<file path="src/rtl/kci_pkg.sv">
// ============================================================================
// Keyframe curve interpolator package
// Widths, codes, point and control types shared by the interpolator modules.
// ============================================================================
package kci_pkg;

    localparam int MAX_POINTS = 16;
    localparam int IDX_W      = $clog2(MAX_POINTS);
    localparam int CNT_W      = $clog2(MAX_POINTS + 1);
    localparam int TIME_W     = 17;
    localparam int SCALE_W    = 16;
    localparam int U_W        = 16;
    localparam int MUL_A_W    = 20;
    localparam int MUL_B_W    = 18;
    localparam int ACC_W      = 40;

    typedef logic [TIME_W-1:0]         ktime_t;
    typedef logic signed [SCALE_W-1:0] scale_t;
    typedef logic [U_W-1:0]            frac_t;

    localparam ktime_t T_ONE     = 17'h10000;
    localparam ktime_t T_ZERO    = 17'h00000;
    localparam scale_t SCALE_ONE = 16'sd256;

    localparam logic [1:0] MODE_LINEAR = 2'd0;
    localparam logic [1:0] MODE_CURVE  = 2'd1;

    localparam logic [1:0] CFG_MODE  = 2'd0;
    localparam logic [1:0] CFG_START = 2'd1;
    localparam logic [1:0] CFG_END   = 2'd2;

    localparam logic ACT_INSERT = 1'b0;
    localparam logic ACT_EVAL   = 1'b1;

    localparam logic STATUS_OK   = 1'b0;
    localparam logic STATUS_FULL = 1'b1;

    typedef struct packed {
        ktime_t pt_time;
        scale_t pt_scale;
    } point_t;

    typedef struct packed {
        logic en;
        logic clr;
    } mac_ctl_t;

    typedef enum logic [4:0] {
        ST_IDLE,
        ST_INS_RD,
        ST_INS_CMP,
        ST_SHIFT_RD,
        ST_SHIFT_WR,
        ST_EV_RD,
        ST_EV_STEP,
        ST_DIV_GO,
        ST_DIV_WAIT,
        ST_LIN_MUL,
        ST_LIN_FIN,
        ST_S2_MUL,
        ST_S2_CAP,
        ST_S3_MUL,
        ST_S3_CAP,
        ST_W0,
        ST_W1,
        ST_W2,
        ST_W3,
        ST_CR_FIN,
        ST_DONE
    } state_t;

endpackage

</file>
<file path="src/rtl/keyframe_curve_interpolator.sv">
// ============================================================================
// Keyframe curve interpolator
// Sorted control point table with linear and Catmull-Rom scale evaluation.
// ============================================================================
// The block holds up to 16 user control points (Q1.16 time, Q8.8 scale) in a
// small table memory, plus fixed endpoints at time 0 and 1.0 taken from the
// start_scale and end_scale registers. One word is taken at a time and
// item_ready stays low until its result has been handed to the output
// register. An insert walks the table one point at a time, with a read and
// a compare per point, and, when it adds a point, moves each later point up
// one place with a read and a write per point. An evaluate walks the
// endpoint-merged list one point at a time until one point past the
// segment, then runs a 16-step divider for the position inside the segment
// and the shared multiplier for linear or Catmull-Rom; other mode codes give
// 1.0. The table walk and the single multiplier set the run time. The result
// register lets the next word be accepted while the previous result waits
// to be taken.
// ============================================================================
module keyframe_curve_interpolator (
    input  logic             clk,
    input  logic             rst_n,
    input  logic             cfg_we,
    input  logic [1:0]       cfg_addr,
    input  logic [15:0]      cfg_data,
    input  logic             item_valid,
    output logic             item_ready,
    input  logic             action,
    input  kci_pkg::ktime_t  life_time,
    input  kci_pkg::scale_t  point_scale,
    output logic             result_valid,
    input  logic             result_ready,
    output kci_pkg::scale_t  scale_out,
    output logic             status
);
    import kci_pkg::*;

    localparam logic signed [ACC_W-1:0] HALF16 = 40'sd32768;
    localparam logic signed [ACC_W-1:0] HALF17 = 40'sd65536;
    localparam logic signed [20:0]      W1_BIAS = 21'sd131072;

    function automatic scale_t sat16(input logic signed [ACC_W-1:0] v);
        scale_t r;
        if (v > 40'sd32767)
        begin
            r = 16'sh7fff;
        end
        else if (v < -40'sd32768)
        begin
            r = 16'sh8000;
        end
        else
        begin
            r = v[SCALE_W-1:0];
        end
        return r;
    endfunction

    // Configuration registers.
    logic [1:0] mode_reg;
    scale_t     start_reg;
    scale_t     end_reg;

    always_ff @(posedge clk or negedge rst_n)
    begin
        if (!rst_n)
        begin
            mode_reg  <= MODE_LINEAR;
            start_reg <= SCALE_ONE;
            end_reg   <= SCALE_ONE;
        end
        else if (cfg_we)
        begin
            case (cfg_addr)
                CFG_MODE:  mode_reg  <= cfg_data[1:0];
                CFG_START: start_reg <= cfg_data;
                CFG_END:   end_reg   <= cfg_data;
                default:   mode_reg  <= mode_reg;
            endcase
        end
    end

    // Sequencer state.
    state_t            state_reg, state_next;
    logic [CNT_W-1:0]  cnt_reg, cnt_next;
    logic [CNT_W-1:0]  idx_reg, idx_next;
    logic [CNT_W-1:0]  pos_reg, pos_next;
    logic              end_done_reg, end_done_next;
    logic              found_reg, found_next;
    logic              out_valid_reg, out_valid_next;

    // Item and working registers.
    logic              act_reg, act_next;
    ktime_t            t_reg, t_next;
    scale_t            ps_reg, ps_next;
    scale_t            a_s_reg, a_s_next;
    ktime_t            b_t_reg, b_t_next;
    scale_t            b_s_reg, b_s_next;
    ktime_t            c_t_reg, c_t_next;
    scale_t            c_s_reg, c_s_next;
    scale_t            p3_reg, p3_next;
    frac_t             u_reg, u_next;
    logic [16:0]       s2_reg, s2_next;
    logic [16:0]       s3_reg, s3_next;
    scale_t            res_reg, res_next;
    logic              rst_reg, rst_next;
    scale_t            out_scale_reg, out_scale_next;
    logic              out_status_reg, out_status_next;

    // Memory, divider and multiplier hookup.
    logic              ram_we;
    logic [IDX_W-1:0]  ram_waddr;
    point_t            ram_wdata;
    logic [CNT_W-1:0]  ram_raddr_full;
    point_t            ram_rdata;
    logic              div_start;
    ktime_t            div_num;
    ktime_t            div_den;
    logic              div_busy;
    frac_t             div_quot;
    mac_ctl_t          mac_ctl;
    logic signed [MUL_A_W-1:0] mac_a;
    logic signed [MUL_B_W-1:0] mac_b;
    logic signed [ACC_W-1:0]   mac_acc;

    // Element of the merged point list offered to the segment search.
    logic              elem_go;
    ktime_t            elem_t;
    scale_t            elem_s;

    // Rounded products and spline weights.
    logic signed [ACC_W-1:0] acc_r16;
    logic signed [ACC_W-1:0] acc_r17;
    logic signed [20:0]      s2x, s3x, ux;
    logic signed [20:0]      w0, w1, w2, w3;

    assign acc_r16 = (mac_acc + HALF16) >>> 16;
    assign acc_r17 = (mac_acc + HALF17) >>> 17;
    assign s2x = {4'b0, s2_reg};
    assign s3x = {4'b0, s3_reg};
    assign ux  = {5'b0, u_reg};
    assign w0  = (s2x <<< 1) - s3x - ux;
    assign w1  = (s3x <<< 1) + s3x - (s2x <<< 2) - s2x + W1_BIAS;
    assign w2  = (s2x <<< 2) - (s3x <<< 1) - s3x + ux;
    assign w3  = s3x - s2x;

    kci_ram u_ram (
        .clk   (clk),
        .we    (ram_we),
        .waddr (ram_waddr),
        .wdata (ram_wdata),
        .raddr (ram_raddr_full[IDX_W-1:0]),
        .rdata (ram_rdata)
    );

    kci_div u_div (
        .clk   (clk),
        .rst_n (rst_n),
        .start (div_start),
        .num   (div_num),
        .den   (div_den),
        .busy  (div_busy),
        .quot  (div_quot)
    );

    kci_mac u_mac (
        .clk (clk),
        .ctl (mac_ctl),
        .a   (mac_a),
        .b   (mac_b),
        .acc (mac_acc)
    );

    always_ff @(posedge clk or negedge rst_n)
    begin
        if (!rst_n)
        begin
            state_reg     <= ST_IDLE;
            cnt_reg       <= '0;
            idx_reg       <= '0;
            pos_reg       <= '0;
            end_done_reg  <= 1'b0;
            found_reg     <= 1'b0;
            out_valid_reg <= 1'b0;
        end
        else
        begin
            state_reg     <= state_next;
            cnt_reg       <= cnt_next;
            idx_reg       <= idx_next;
            pos_reg       <= pos_next;
            end_done_reg  <= end_done_next;
            found_reg     <= found_next;
            out_valid_reg <= out_valid_next;
        end
    end

    always_ff @(posedge clk)
    begin
        act_reg        <= act_next;
        t_reg          <= t_next;
        ps_reg         <= ps_next;
        a_s_reg        <= a_s_next;
        b_t_reg        <= b_t_next;
        b_s_reg        <= b_s_next;
        c_t_reg        <= c_t_next;
        c_s_reg        <= c_s_next;
        p3_reg         <= p3_next;
        u_reg          <= u_next;
        s2_reg         <= s2_next;
        s3_reg         <= s3_next;
        res_reg        <= res_next;
        rst_reg        <= rst_next;
        out_scale_reg  <= out_scale_next;
        out_status_reg <= out_status_next;
    end

    assign ram_raddr_full = (state_reg == ST_SHIFT_RD) ? (idx_reg - CNT_W'(1)) : idx_reg;
    assign div_num        = t_reg - b_t_reg;
    assign div_den        = c_t_reg - b_t_reg;

    always_comb
    begin
        state_next      = state_reg;
        cnt_next        = cnt_reg;
        idx_next        = idx_reg;
        pos_next        = pos_reg;
        end_done_next   = end_done_reg;
        found_next      = found_reg;
        out_valid_next  = out_valid_reg;
        act_next        = act_reg;
        t_next          = t_reg;
        ps_next         = ps_reg;
        a_s_next        = a_s_reg;
        b_t_next        = b_t_reg;
        b_s_next        = b_s_reg;
        c_t_next        = c_t_reg;
        c_s_next        = c_s_reg;
        p3_next         = p3_reg;
        u_next          = u_reg;
        s2_next         = s2_reg;
        s3_next         = s3_reg;
        res_next        = res_reg;
        rst_next        = rst_reg;
        out_scale_next  = out_scale_reg;
        out_status_next = out_status_reg;
        ram_we          = 1'b0;
        ram_waddr       = idx_reg[IDX_W-1:0];
        ram_wdata       = '{pt_time: t_reg, pt_scale: ps_reg};
        div_start       = 1'b0;
        mac_ctl         = '{en: 1'b0, clr: 1'b0};
        mac_a           = '0;
        mac_b           = '0;
        elem_go         = 1'b0;
        elem_t          = T_ONE;
        elem_s          = end_reg;

        // The output register empties when its word is taken.
        if (out_valid_reg && result_ready)
        begin
            out_valid_next = 1'b0;
        end

        case (state_reg)
            ST_IDLE:
            begin
                if (item_valid)
                begin
                    act_next      = action;
                    t_next        = life_time;
                    ps_next       = point_scale;
                    idx_next      = '0;
                    res_next      = '0;
                    rst_next      = STATUS_OK;
                    end_done_next = 1'b0;
                    found_next    = 1'b0;
                    // The start point always heads the merged list.
                    a_s_next      = start_reg;
                    b_t_next      = T_ZERO;
                    b_s_next      = start_reg;
                    if (action == ACT_EVAL)
                    begin
                        state_next = ST_EV_RD;
                    end
                    else if (life_time == T_ZERO || life_time == T_ONE)
                    begin
                        // Endpoint times are owned by the registers.
                        state_next = ST_DONE;
                    end
                    else
                    begin
                        state_next = ST_INS_RD;
                    end
                end
            end

            ST_INS_RD:
            begin
                if (idx_reg == cnt_reg)
                begin
                    if (cnt_reg == CNT_W'(MAX_POINTS))
                    begin
                        rst_next   = STATUS_FULL;
                        state_next = ST_DONE;
                    end
                    else
                    begin
                        pos_next   = cnt_reg;
                        state_next = ST_SHIFT_RD;
                    end
                end
                else
                begin
                    state_next = ST_INS_CMP;
                end
            end

            ST_INS_CMP:
            begin
                if (ram_rdata.pt_time == t_reg)
                begin
                    ram_we     = 1'b1;
                    state_next = ST_DONE;
                end
                else if (ram_rdata.pt_time > t_reg)
                begin
                    if (cnt_reg == CNT_W'(MAX_POINTS))
                    begin
                        rst_next   = STATUS_FULL;
                        state_next = ST_DONE;
                    end
                    else
                    begin
                        pos_next   = idx_reg;
                        idx_next   = cnt_reg;
                        state_next = ST_SHIFT_RD;
                    end
                end
                else
                begin
                    idx_next   = idx_reg + CNT_W'(1);
                    state_next = ST_INS_RD;
                end
            end

            ST_SHIFT_RD:
            begin
                if (idx_reg == pos_reg)
                begin
                    ram_we     = 1'b1;
                    cnt_next   = cnt_reg + CNT_W'(1);
                    state_next = ST_DONE;
                end
                else
                begin
                    state_next = ST_SHIFT_WR;
                end
            end

            ST_SHIFT_WR:
            begin
                ram_we     = 1'b1;
                ram_wdata  = ram_rdata;
                idx_next   = idx_reg - CNT_W'(1);
                state_next = ST_SHIFT_RD;
            end

            ST_EV_RD:
            begin
                if (idx_reg == cnt_reg)
                begin
                    if (!end_done_reg)
                    begin
                        elem_go       = 1'b1;
                        end_done_next = 1'b1;
                    end
                    else if (found_reg)
                    begin
                        state_next = ST_DIV_GO;
                    end
                    else
                    begin
                        // At or past the last point: its scale in every mode.
                        res_next   = b_s_reg;
                        state_next = ST_DONE;
                    end
                end
                else
                begin
                    state_next = ST_EV_STEP;
                end
            end

            ST_EV_STEP:
            begin
                elem_go    = 1'b1;
                state_next = ST_EV_RD;
                if (!end_done_reg && ram_rdata.pt_time > T_ONE)
                begin
                    end_done_next = 1'b1;
                end
                else
                begin
                    elem_t   = ram_rdata.pt_time;
                    elem_s   = ram_rdata.pt_scale;
                    idx_next = idx_reg + CNT_W'(1);
                end
            end

            ST_DIV_GO:
            begin
                div_start  = 1'b1;
                state_next = ST_DIV_WAIT;
            end

            ST_DIV_WAIT:
            begin
                if (!div_busy)
                begin
                    u_next = div_quot;
                    case (mode_reg)
                        MODE_LINEAR: state_next = ST_LIN_MUL;
                        MODE_CURVE:  state_next = ST_S2_MUL;
                        default:
                        begin
                            res_next   = SCALE_ONE;
                            state_next = ST_DONE;
                        end
                    endcase
                end
            end

            ST_LIN_MUL:
            begin
                mac_ctl    = '{en: 1'b1, clr: 1'b1};
                mac_a      = MUL_A_W'(u_reg);
                mac_b      = MUL_B_W'(c_s_reg) - MUL_B_W'(b_s_reg);
                state_next = ST_LIN_FIN;
            end

            ST_LIN_FIN:
            begin
                res_next   = sat16(acc_r16 + ACC_W'(b_s_reg));
                state_next = ST_DONE;
            end

            ST_S2_MUL:
            begin
                mac_ctl    = '{en: 1'b1, clr: 1'b1};
                mac_a      = MUL_A_W'(u_reg);
                mac_b      = MUL_B_W'(u_reg);
                state_next = ST_S2_CAP;
            end

            ST_S2_CAP:
            begin
                s2_next    = acc_r16[16:0];
                state_next = ST_S3_MUL;
            end

            ST_S3_MUL:
            begin
                mac_ctl    = '{en: 1'b1, clr: 1'b1};
                mac_a      = MUL_A_W'(s2_reg);
                mac_b      = MUL_B_W'(u_reg);
                state_next = ST_S3_CAP;
            end

            ST_S3_CAP:
            begin
                s3_next    = acc_r16[16:0];
                state_next = ST_W0;
            end

            ST_W0:
            begin
                mac_ctl    = '{en: 1'b1, clr: 1'b1};
                mac_a      = w0[MUL_A_W-1:0];
                mac_b      = MUL_B_W'(a_s_reg);
                state_next = ST_W1;
            end

            ST_W1:
            begin
                mac_ctl    = '{en: 1'b1, clr: 1'b0};
                mac_a      = w1[MUL_A_W-1:0];
                mac_b      = MUL_B_W'(b_s_reg);
                state_next = ST_W2;
            end

            ST_W2:
            begin
                mac_ctl    = '{en: 1'b1, clr: 1'b0};
                mac_a      = w2[MUL_A_W-1:0];
                mac_b      = MUL_B_W'(c_s_reg);
                state_next = ST_W3;
            end

            ST_W3:
            begin
                mac_ctl    = '{en: 1'b1, clr: 1'b0};
                mac_a      = w3[MUL_A_W-1:0];
                mac_b      = MUL_B_W'(p3_reg);
                state_next = ST_CR_FIN;
            end

            ST_CR_FIN:
            begin
                res_next   = sat16(acc_r17);
                state_next = ST_DONE;
            end

            ST_DONE:
            begin
                if (!out_valid_reg || result_ready)
                begin
                    out_valid_next  = 1'b1;
                    out_scale_next  = res_reg;
                    out_status_next = rst_reg;
                    state_next      = ST_IDLE;
                end
            end

            default:
            begin
                state_next = ST_IDLE;
            end
        endcase

        // Segment search over the merged list. The window keeps the point
        // before the segment, its two ends and the point after it.
        if (elem_go)
        begin
            if (found_reg)
            begin
                p3_next    = elem_s;
                state_next = ST_DIV_GO;
            end
            else if (t_reg < elem_t)
            begin
                found_next = 1'b1;
                c_t_next   = elem_t;
                c_s_next   = elem_s;
                p3_next    = elem_s;
            end
            else
            begin
                a_s_next = b_s_reg;
                b_t_next = elem_t;
                b_s_next = elem_s;
            end
        end
    end

    assign item_ready   = (state_reg == ST_IDLE);
    assign result_valid = out_valid_reg;
    assign scale_out    = out_scale_reg;
    assign status       = out_status_reg;

endmodule

</file>
<file path="src/rtl/kci_ram.sv">
// ============================================================================
// Point table memory
// One write port and one registered read port holding the control points.
// ============================================================================
module kci_ram (
    input  logic                  clk,
    input  logic                  we,
    input  logic [kci_pkg::IDX_W-1:0] waddr,
    input  kci_pkg::point_t       wdata,
    input  logic [kci_pkg::IDX_W-1:0] raddr,
    output kci_pkg::point_t       rdata
);
    import kci_pkg::*;

    point_t mem [MAX_POINTS];
    point_t rdata_reg;

    always_ff @(posedge clk)
    begin
        if (we)
        begin
            mem[waddr] <= wdata;
        end
        rdata_reg <= mem[raddr];
    end

    assign rdata = rdata_reg;

endmodule

</file>
<file path="src/rtl/kci_div.sv">
// ============================================================================
// Segment position divider
// Restoring divider giving floor(num * 2^16 / den), one quotient bit a cycle.
// ============================================================================
module kci_div (
    input  logic            clk,
    input  logic            rst_n,
    input  logic            start,
    input  kci_pkg::ktime_t num,
    input  kci_pkg::ktime_t den,
    output logic            busy,
    output kci_pkg::frac_t  quot
);
    import kci_pkg::*;

    localparam int CW = $clog2(U_W + 1);

    logic [TIME_W:0]   rem_reg, rem_next;
    logic [TIME_W:0]   shifted;
    frac_t             q_reg, q_next;
    logic [CW-1:0]     cnt_reg, cnt_next;

    always_ff @(posedge clk or negedge rst_n)
    begin
        if (!rst_n)
        begin
            cnt_reg <= '0;
        end
        else
        begin
            cnt_reg <= cnt_next;
        end
    end

    always_ff @(posedge clk)
    begin
        rem_reg <= rem_next;
        q_reg   <= q_next;
    end

    always_comb
    begin
        rem_next = rem_reg;
        q_next   = q_reg;
        cnt_next = cnt_reg;
        shifted  = {rem_reg[TIME_W-1:0], 1'b0};
        if (start)
        begin
            rem_next = {1'b0, num};
            q_next   = '0;
            cnt_next = CW'(U_W);
        end
        else if (cnt_reg != '0)
        begin
            // The remainder stays below den, so one compare decides each bit.
            if (shifted >= {1'b0, den})
            begin
                rem_next = shifted - {1'b0, den};
                q_next   = {q_reg[U_W-2:0], 1'b1};
            end
            else
            begin
                rem_next = shifted;
                q_next   = {q_reg[U_W-2:0], 1'b0};
            end
            cnt_next = cnt_reg - CW'(1);
        end
    end

    assign busy = (cnt_reg != '0);
    assign quot = q_reg;

endmodule

</file>
<file path="src/rtl/kci_mac.sv">
// ============================================================================
// Shared multiply-accumulate unit
// Signed multiplier with a registered accumulator, cleared or added per use.
// ============================================================================
module kci_mac (
    input  logic                                clk,
    input  kci_pkg::mac_ctl_t                   ctl,
    input  logic signed [kci_pkg::MUL_A_W-1:0]  a,
    input  logic signed [kci_pkg::MUL_B_W-1:0]  b,
    output logic signed [kci_pkg::ACC_W-1:0]    acc
);
    import kci_pkg::*;

    localparam int PW = MUL_A_W + MUL_B_W;

    logic signed [PW-1:0]    prod;
    logic signed [ACC_W-1:0] prod_x;
    logic signed [ACC_W-1:0] acc_reg;

    assign prod   = a * b;
    assign prod_x = {{(ACC_W - PW){prod[PW-1]}}, prod};

    always_ff @(posedge clk)
    begin
        if (ctl.en)
        begin
            acc_reg <= ctl.clr ? prod_x : (acc_reg + prod_x);
        end
    end

    assign acc = acc_reg;

endmodule

</file>
<file path="config.mk">
export PLATFORM = sky130hd
export DESIGN_NAME = keyframe_curve_interpolator
export DESIGN_NICKNAME = d
export VERILOG_FILES = /design/src/rtl/kci_pkg.sv /design/src/rtl/keyframe_curve_interpolator.sv /design/src/rtl/kci_ram.sv /design/src/rtl/kci_div.sv /design/src/rtl/kci_mac.sv
export SDC_FILE = /design/constraint.sdc
export NUM_CORES = 2
export LEC_CHECK = 0
export ABC_AREA = 1
export BUFFER_PORTS_ARGS = -buffer_cell sky130_fd_sc_hd__buf_2
export CORE_UTILIZATION = 42
export DETAILED_ROUTE_END_ITERATION = 8
export PLACE_DENSITY_LB_ADDON = 0.05
export SLEW_MARGIN = 15
export SYNTH_ARGS = -nofsm -noshare
export SYNTH_HDL_FRONTEND = slang
export SYNTH_SLANG_ARGS = --single-unit
export TNS_END_PERCENT = 30
</file>
<file path="constraint.sdc">
create_clock -name clk -period 12.8 [get_ports clk]
set_input_delay 2.56 -clock clk [delete_from_list [all_inputs] [get_ports clk]]
set_output_delay 2.56 -clock clk [all_outputs]
set_load 0.02 [all_outputs]
</file>
* Word level (Yosys, flattened, before mapping)
Memory sizes are Yosys's and may differ from the RTL's. A register that Yosys moved wholly into a read port is not among the register bits. Index checks and enable logic that the tools add are counted. W data, S select, Z words.
Storage, ports and cells: memory bits (writable) 528, input bits 57, flip-flop bits (word level) 350, memories kept 1
Memory list:
- u_ram.mem | depth 16, bits a word 33, rd ports 1, clocked after memory_dff 1, wr ports 1, RTL line kci_ram.sv:15 | point_t mem [MAX_POINTS];
Cells by class: bitwise logic cells 2, add/sub/neg operators 22, reductions and logical operators 38, eq/ne operators 42, multipliers 1, magnitude comparators 8, muxes and demuxes 98
Operators with widths (count):
- $mux W16 | 24
- $mux W17 | 10
- $mux W5 | 26
- $pmux W20 S6 | 1
- $pmux W18 S6 | 1
- $pmux W5 S20 | 1
- $pmux W16 S5 | 1
- $sub A17 B17 Y17 | 3
- $add A40 B17 Y40 const B | 1
- $add A40 B18 Y40 const B | 1
- $add A40 B38 Y40 | 1
- $eq A5 B4 Y1 const B | 8
- $mux W40 | 1
- $sub A20 B18 Y20 | 2
- $mul A20 B18 Y38 | 1
- $mux W33 | 1
- $eq A5 B5 Y1 const B | 6
- $ne A2 B2 Y1 const B | 13
- $add A24 B16 Y25 | 1
- $gt A25 B16 Y1 const B | 1
- $lt A25 B16 Y1 const B | 1
- $gt A23 B16 Y1 const B | 1
- $lt A23 B16 Y1 const B | 1
- $mux W1 | 23
- other kinds (50) | 81

* Longest topological paths before layout
word-level depth 8, gate-level depth with buffers 58, depth with buffers taken out 57

* By module
A second synthesis with hierarchy kept.
Unflattened totals: cell total of the unflattened synthesis 8392, area, all modules 68693.4 µm²
By module, submodules not included:
- keyframe_curve_interpolator | cells each 3115, seq. area each 7394.6 µm², times used 1, area an instance 23547.6 µm²
- kci_ram | cells each 2185, seq. area each 16515.8 µm², times used 1, area an instance 23252.3 µm²
- kci_mac | cells each 2654, seq. area each 1201.2 µm², times used 1, area an instance 18905.6 µm²
- kci_div | cells each 438, seq. area each 955.9 µm², times used 1, area an instance 2987.9 µm²

* Worst setup path after synthesis
Ideal clock, no wire load.
path kind register to register, start point reg s3_reg[0], end point reg u_mac.acc_reg[39], in the netlist u_mac.acc[39] (data pin), arrival 9.544 ns, path slack 2.988 ns, buffers on the path 3, data required time 12.532 ns, stages on the path, launching flop included 56, clock period less this slack 9.812 ns, cells stage by stage edfxtp_1 > inv_1 > fa_1 > nand3_1 > nand2_1 > nand2_1 > nand2_1 > inv_1 > o21bai_1 > a211oi_1 > xor2_1 > ha_1 > a21oi_1 > o21ai_0 > a21oi_1 > nand2_1 > nand2_1 > inv_1 > (+20 left out) > inv_1 > ha_1 > a21oi_1 > nor2_1 > a211oi_1 > o21ai_0 > a211oi_1 > xor2_1 > ha_1 > inv_1 > nor3_1 > a21oi_1 > o21ai_0 > a21oi_1 > nand3_1 > a21oi_1 > o21ai_0 > xnor2_1
Between the ends: word-level cells in the longest chain between the ends 8, elaborated cells between the ends (all ways) 14
RTL lines:
- from (decl) | RTL line keyframe_curve_interpolator.sv:103 | logic [16:0] s3_reg, s3_next;
- from (signal assigned) | RTL line keyframe_curve_interpolator.sv:210 | s3_reg <= s3_next;
- $add A18 B17 Y19 | RTL line keyframe_curve_interpolator.sv:142 | assign w1 = (s3x <<< 1) + s3x - (s2x <<< 2) - s2x + W1_BIAS;
- $sub A19 B19 Y20 | RTL line keyframe_curve_interpolator.sv:142
- $sub A20 B18 Y20 | RTL line keyframe_curve_interpolator.sv:142
- $add A20 B19 Y20 | RTL line keyframe_curve_interpolator.sv:142
- $pmux W20 S6 * | RTL line keyframe_curve_interpolator.sv:263 | case (state_reg)
- $mul A20 B18 Y38 * | RTL line kci_mac.sv:20 | assign prod = a * b;
- $add A40 B38 Y40 | RTL line kci_mac.sv:27 | acc_reg <= ctl.clr ? prod_x : (acc_reg + prod_x);
- $mux W40 * | RTL line kci_mac.sv:27
- to (signal assigned) | RTL line kci_mac.sv:27
- to (decl) | RTL line kci_mac.sv:18 | logic signed [ACC_W-1:0] acc_reg;
Mark *: on every way between the ends. The rest lies on a longest branch, timed or not. A chain may end at the register's enable or synchronous reset.

* Worst setup path after layout
start point reg s3_reg[1], end point reg u_mac.acc_reg[35], in the netlist u_mac.acc[35] (data pin)
Same word-level chain as after synthesis.

==> metrics.md <==
| Metric | Value |
|---|---|
| Worst-path cell with the longest stage delay | nand4_2 |
| Die width | 399 microns |
| Port Buffers | 75 |
| Number of buffers created by CTS | 97 |
| Post-layout power | 14,100 uW |
| Final Hold Viols | 0 |
| Root Driver | clkbuf_16 |
| Comb power frac | 49.6% |
| Mapped cell area | 66,100 sq um |
| First-pass GRT wire length | 334 mm |
| Reg clk slew, reported paths | 0.06 ns |
| Static Leak | 0.0316 uW |
| Fmax achieved | 0.0840 GHz |
| Util after Layout | 45.9% |
| Synth unique cells | 72 |
| Critical Path Max Stage Delay | 0.60 ns |
| Post-layout min period | 11.91 ns |
| Vias in the first global route | 51,902 |
| Max-cap violations | 0 |
| Cell Pwr Density | 197 nW/um^2 |
| Nature of the critical path startpoint | register |
| Number of flops mapped to enable cells by yosys | 751 |
| H-Tree Depth | 3 |
| Transition time of the tightest slew-check pin | 1.17 ns |
| Worst-Skew Late Latency | 0.71 ns |
| Status | complete, but fails checks |
| Min-delay worst type | reg2reg |
| Placed cell area | 68,600 sq um |
| Asr flop ratio synth | 6.81% |
| Sequential power share | 31.1% |
| Chip Height | 399 microns |
| Final HPWL DP | 161 mm |
| Most used flip-flop cell after synthesis | edfxtp_1 |
| Max reg flops | 528 |
| Seq cells post-synth | 911 |
| 1st-pass router iterations | 8 |
| P_sw | 6490 uW |
| Syn Nets | 8,316 |
| Die footprint | 159,000 sq um |
| Total grt overflow | 0 |
| YS warnings | 0 |
| Clock Sinks | 911 |
| CTS tree | built |
| Nets@finish | 8,349 |
| Largest net degree at the start of global routing | 196 |
| Via density | 5.40 |
| Multi-input gate area | 34,100 sq um |
| RSZ-0062 raised after global routing | false |
| DP Worst Slack | 1.02 ns |
| Total negative slack | 0 ns |
| Final worst-path cycle share | 93.0% |
| Critical Path Sink Type | register |
| Syn_area_per_cell | 8.85 sq um |
| Initial antenna violation count | 2 |
| CTS Buffer Depth | 3 |
| DR iter-0 viols | 4,216 |
| RePlAce Congestion | 0.959 |
| Clk pwr share | 19.3% |
| DRC violations left | 4 |
| Worst Skew | 0.0535 ns |
| Cell Int Power | 7620 uW |
| Core Rows | 145 |
| Area grow syn2layout | 8.48% |
| Via count | 52,011 |
| Failing checks | DRC |
| Crit-path most repeated cell | inv_1 |
| Share of post-route cells with drive strength above 1 | 6.23% |
| Fill cell count | 15,534 |
| Setup Viol. Count Final | 0 |
| Maximum VDD drop | 0.138 mV |
| Switching share of power | 46.0% |
| FF/Latch Area | 26,100 sq um |
| Core region area | 156,000 sq um |
| Arr. time, crit path | 12.37 ns |
| Io pins | 76 |
| Critical path class | reg2reg |
| Post-Synthesis Cells | 7,468 |
| Worst Setup Slack, final | 0.890 ns |
| Hold buffer count at cts | 0 |
| Post-route ant nets | 0 |
| Crit-path max FO | 14 |
| Slew Limit Fails | 0 |
| Total wire length | 222 mm |
| Avg WL per Cell | 23.0 microns |
| Final instance area | 71,700 sq um |
| Register area share after synthesis | 39.5% |
| Worst EP required | 13.26 ns |
| Starting Density | 42.3% |
| Slew headroom | 21.4% |
| Overall global routing resource usage | 28.1% |
[final timing paths]
path | cells past startpoint | from | to | slack (ns)
hold reg to reg | 0 | res_reg[15]$_DFFE_PP_ | scale_out[15]$_DFFE_PP_ | 0.42
max in group asynchronous | 2 | rst_n | start_reg[7]$_DFFE_PN0P_ | 10.15
hold / removal | 0 | res_reg[15]$_DFFE_PP_ | scale_out[15]$_DFFE_PP_ | 0.42
min in group asynchronous | 2 | rst_n | cnt_reg[1]$_DFFE_PN0P_ | 2.05
setup reg to reg | 44 | s3_reg[1]$_DFFE_PP_ | u_mac.acc[35]$_DFFE_PP_ | 0.89
setup / recovery | 44 | s3_reg[1]$_DFFE_PP_ | u_mac.acc[35]$_DFFE_PP_ | 0.89
[critical path: cells and delay by family (launching register included)]
kind                       cells  cell delay [ns]
adders and majority gates     12             5.66
and+or+nand+nor               15             2.51
AOI/OAI and AO/OA              7             1.91
buffers and inverters         10             0.97
DFF                            1             0.57
[synth_stat cells (all sizes together), types with 112 or more instances]
cell	number	area, sq um
ha	365	4570
nand3	259	1340
a21oi	346	1750
inv	1253	4710
clkbuf	112	428
fa	426	8530
nor2	779	3050
o21ai	635	3190
nand2	1460	5540
edfxtp	751	22600
buf	130	835
xor2	127	1110
[power groups by stage]
stage	registers (uW)	logic [uW]	clock network, uW
floorplan	4200	4900	0
global placement	4450	6930	0
detailed placement	4450	6950	0
CTS	4400	6990	2790
global route	4420	7840	2890
finish	4390	6990	2730
[cell usage in the layout, fill, tap and decap left out, types with 17 or more instances in the layout]
cell type / Yosys / layout
a211oi_1: 17 / 17
a21o_1: 26 / 26
a21oi_1: 342 / 342
a31oi_1: 24 / 24
buf_2: 76 / 75
buf_4: 33 / 100
clkbuf_1: 106 / 32
clkbuf_16: 0 / 101
dfrtp_1: 60 / 60
dfxtp_1: 98 / 98
edfxtp_1: 751 / 751
fa_1: 426 / 426
ha_1: 365 / 365
inv_1: 1221 / 1208
inv_2: 31 / 40
nand2_1: 1443 / 1440
nand3_1: 253 / 252
nand4_1: 44 / 44
nor2_1: 751 / 743
nor2_2: 18 / 21
nor3_1: 64 / 61
nor4_1: 24 / 24
o211ai_1: 55 / 55
o21ai_0: 592 / 588
o21ai_1: 41 / 42
o21bai_1: 23 / 23
o221ai_1: 101 / 101
o22ai_1: 70 / 70
or2_2: 17 / 17
xnor2_1: 68 / 68
xor2_1: 127 / 127
[cells by family after synthesis]
family	share of synthesized area, %
buffers and inverters	9.05
AND/OR/NAND/NOR	17.0
adder cells (fa/ha/maj)	19.8
flip-flops	39.5
XOR/XNOR	2.59
AO/OA/AOI/OAI	12.1
[metrics by stage]
step	std cells	hold slack, ns
detailed placement	9454	0.405
floorplan	7468	0.400
global route	9636	0.430
CTS	9630	0.420
finish	9637	0.422
global placement	9454	0.402
[area by class of cell]
cell class                      instances  area share, %
Multi-Input combinational cell       5060           47.6
Sequential cell                       911           36.4
Inverter                             1255           6.60
Clock buffer                          137           3.77
Tap cell                             2058           3.59
Timing Repair Buffer                  176           1.60
Clock inverter                         39          0.429
Antenna cell                            1        0.00349
[timing repair]
item,4_1_cts,5_1_grt
setup buffers,0,6
gates resized for setup,0,0
endpoints found under the setup margin,0,2
[metal layers]
metal | share of wire, % | track usage [%] | wire (microns)
met1 | 44 | 38.0 | 97600
met2 | 48 | 47.4 | 106000
met3 | 5.0 | 3.04 | 11200
met4 | 3.1 | 8.63 | 6890
met5 | 0 | 0 | 0
(Power assumes the default switching activity.)
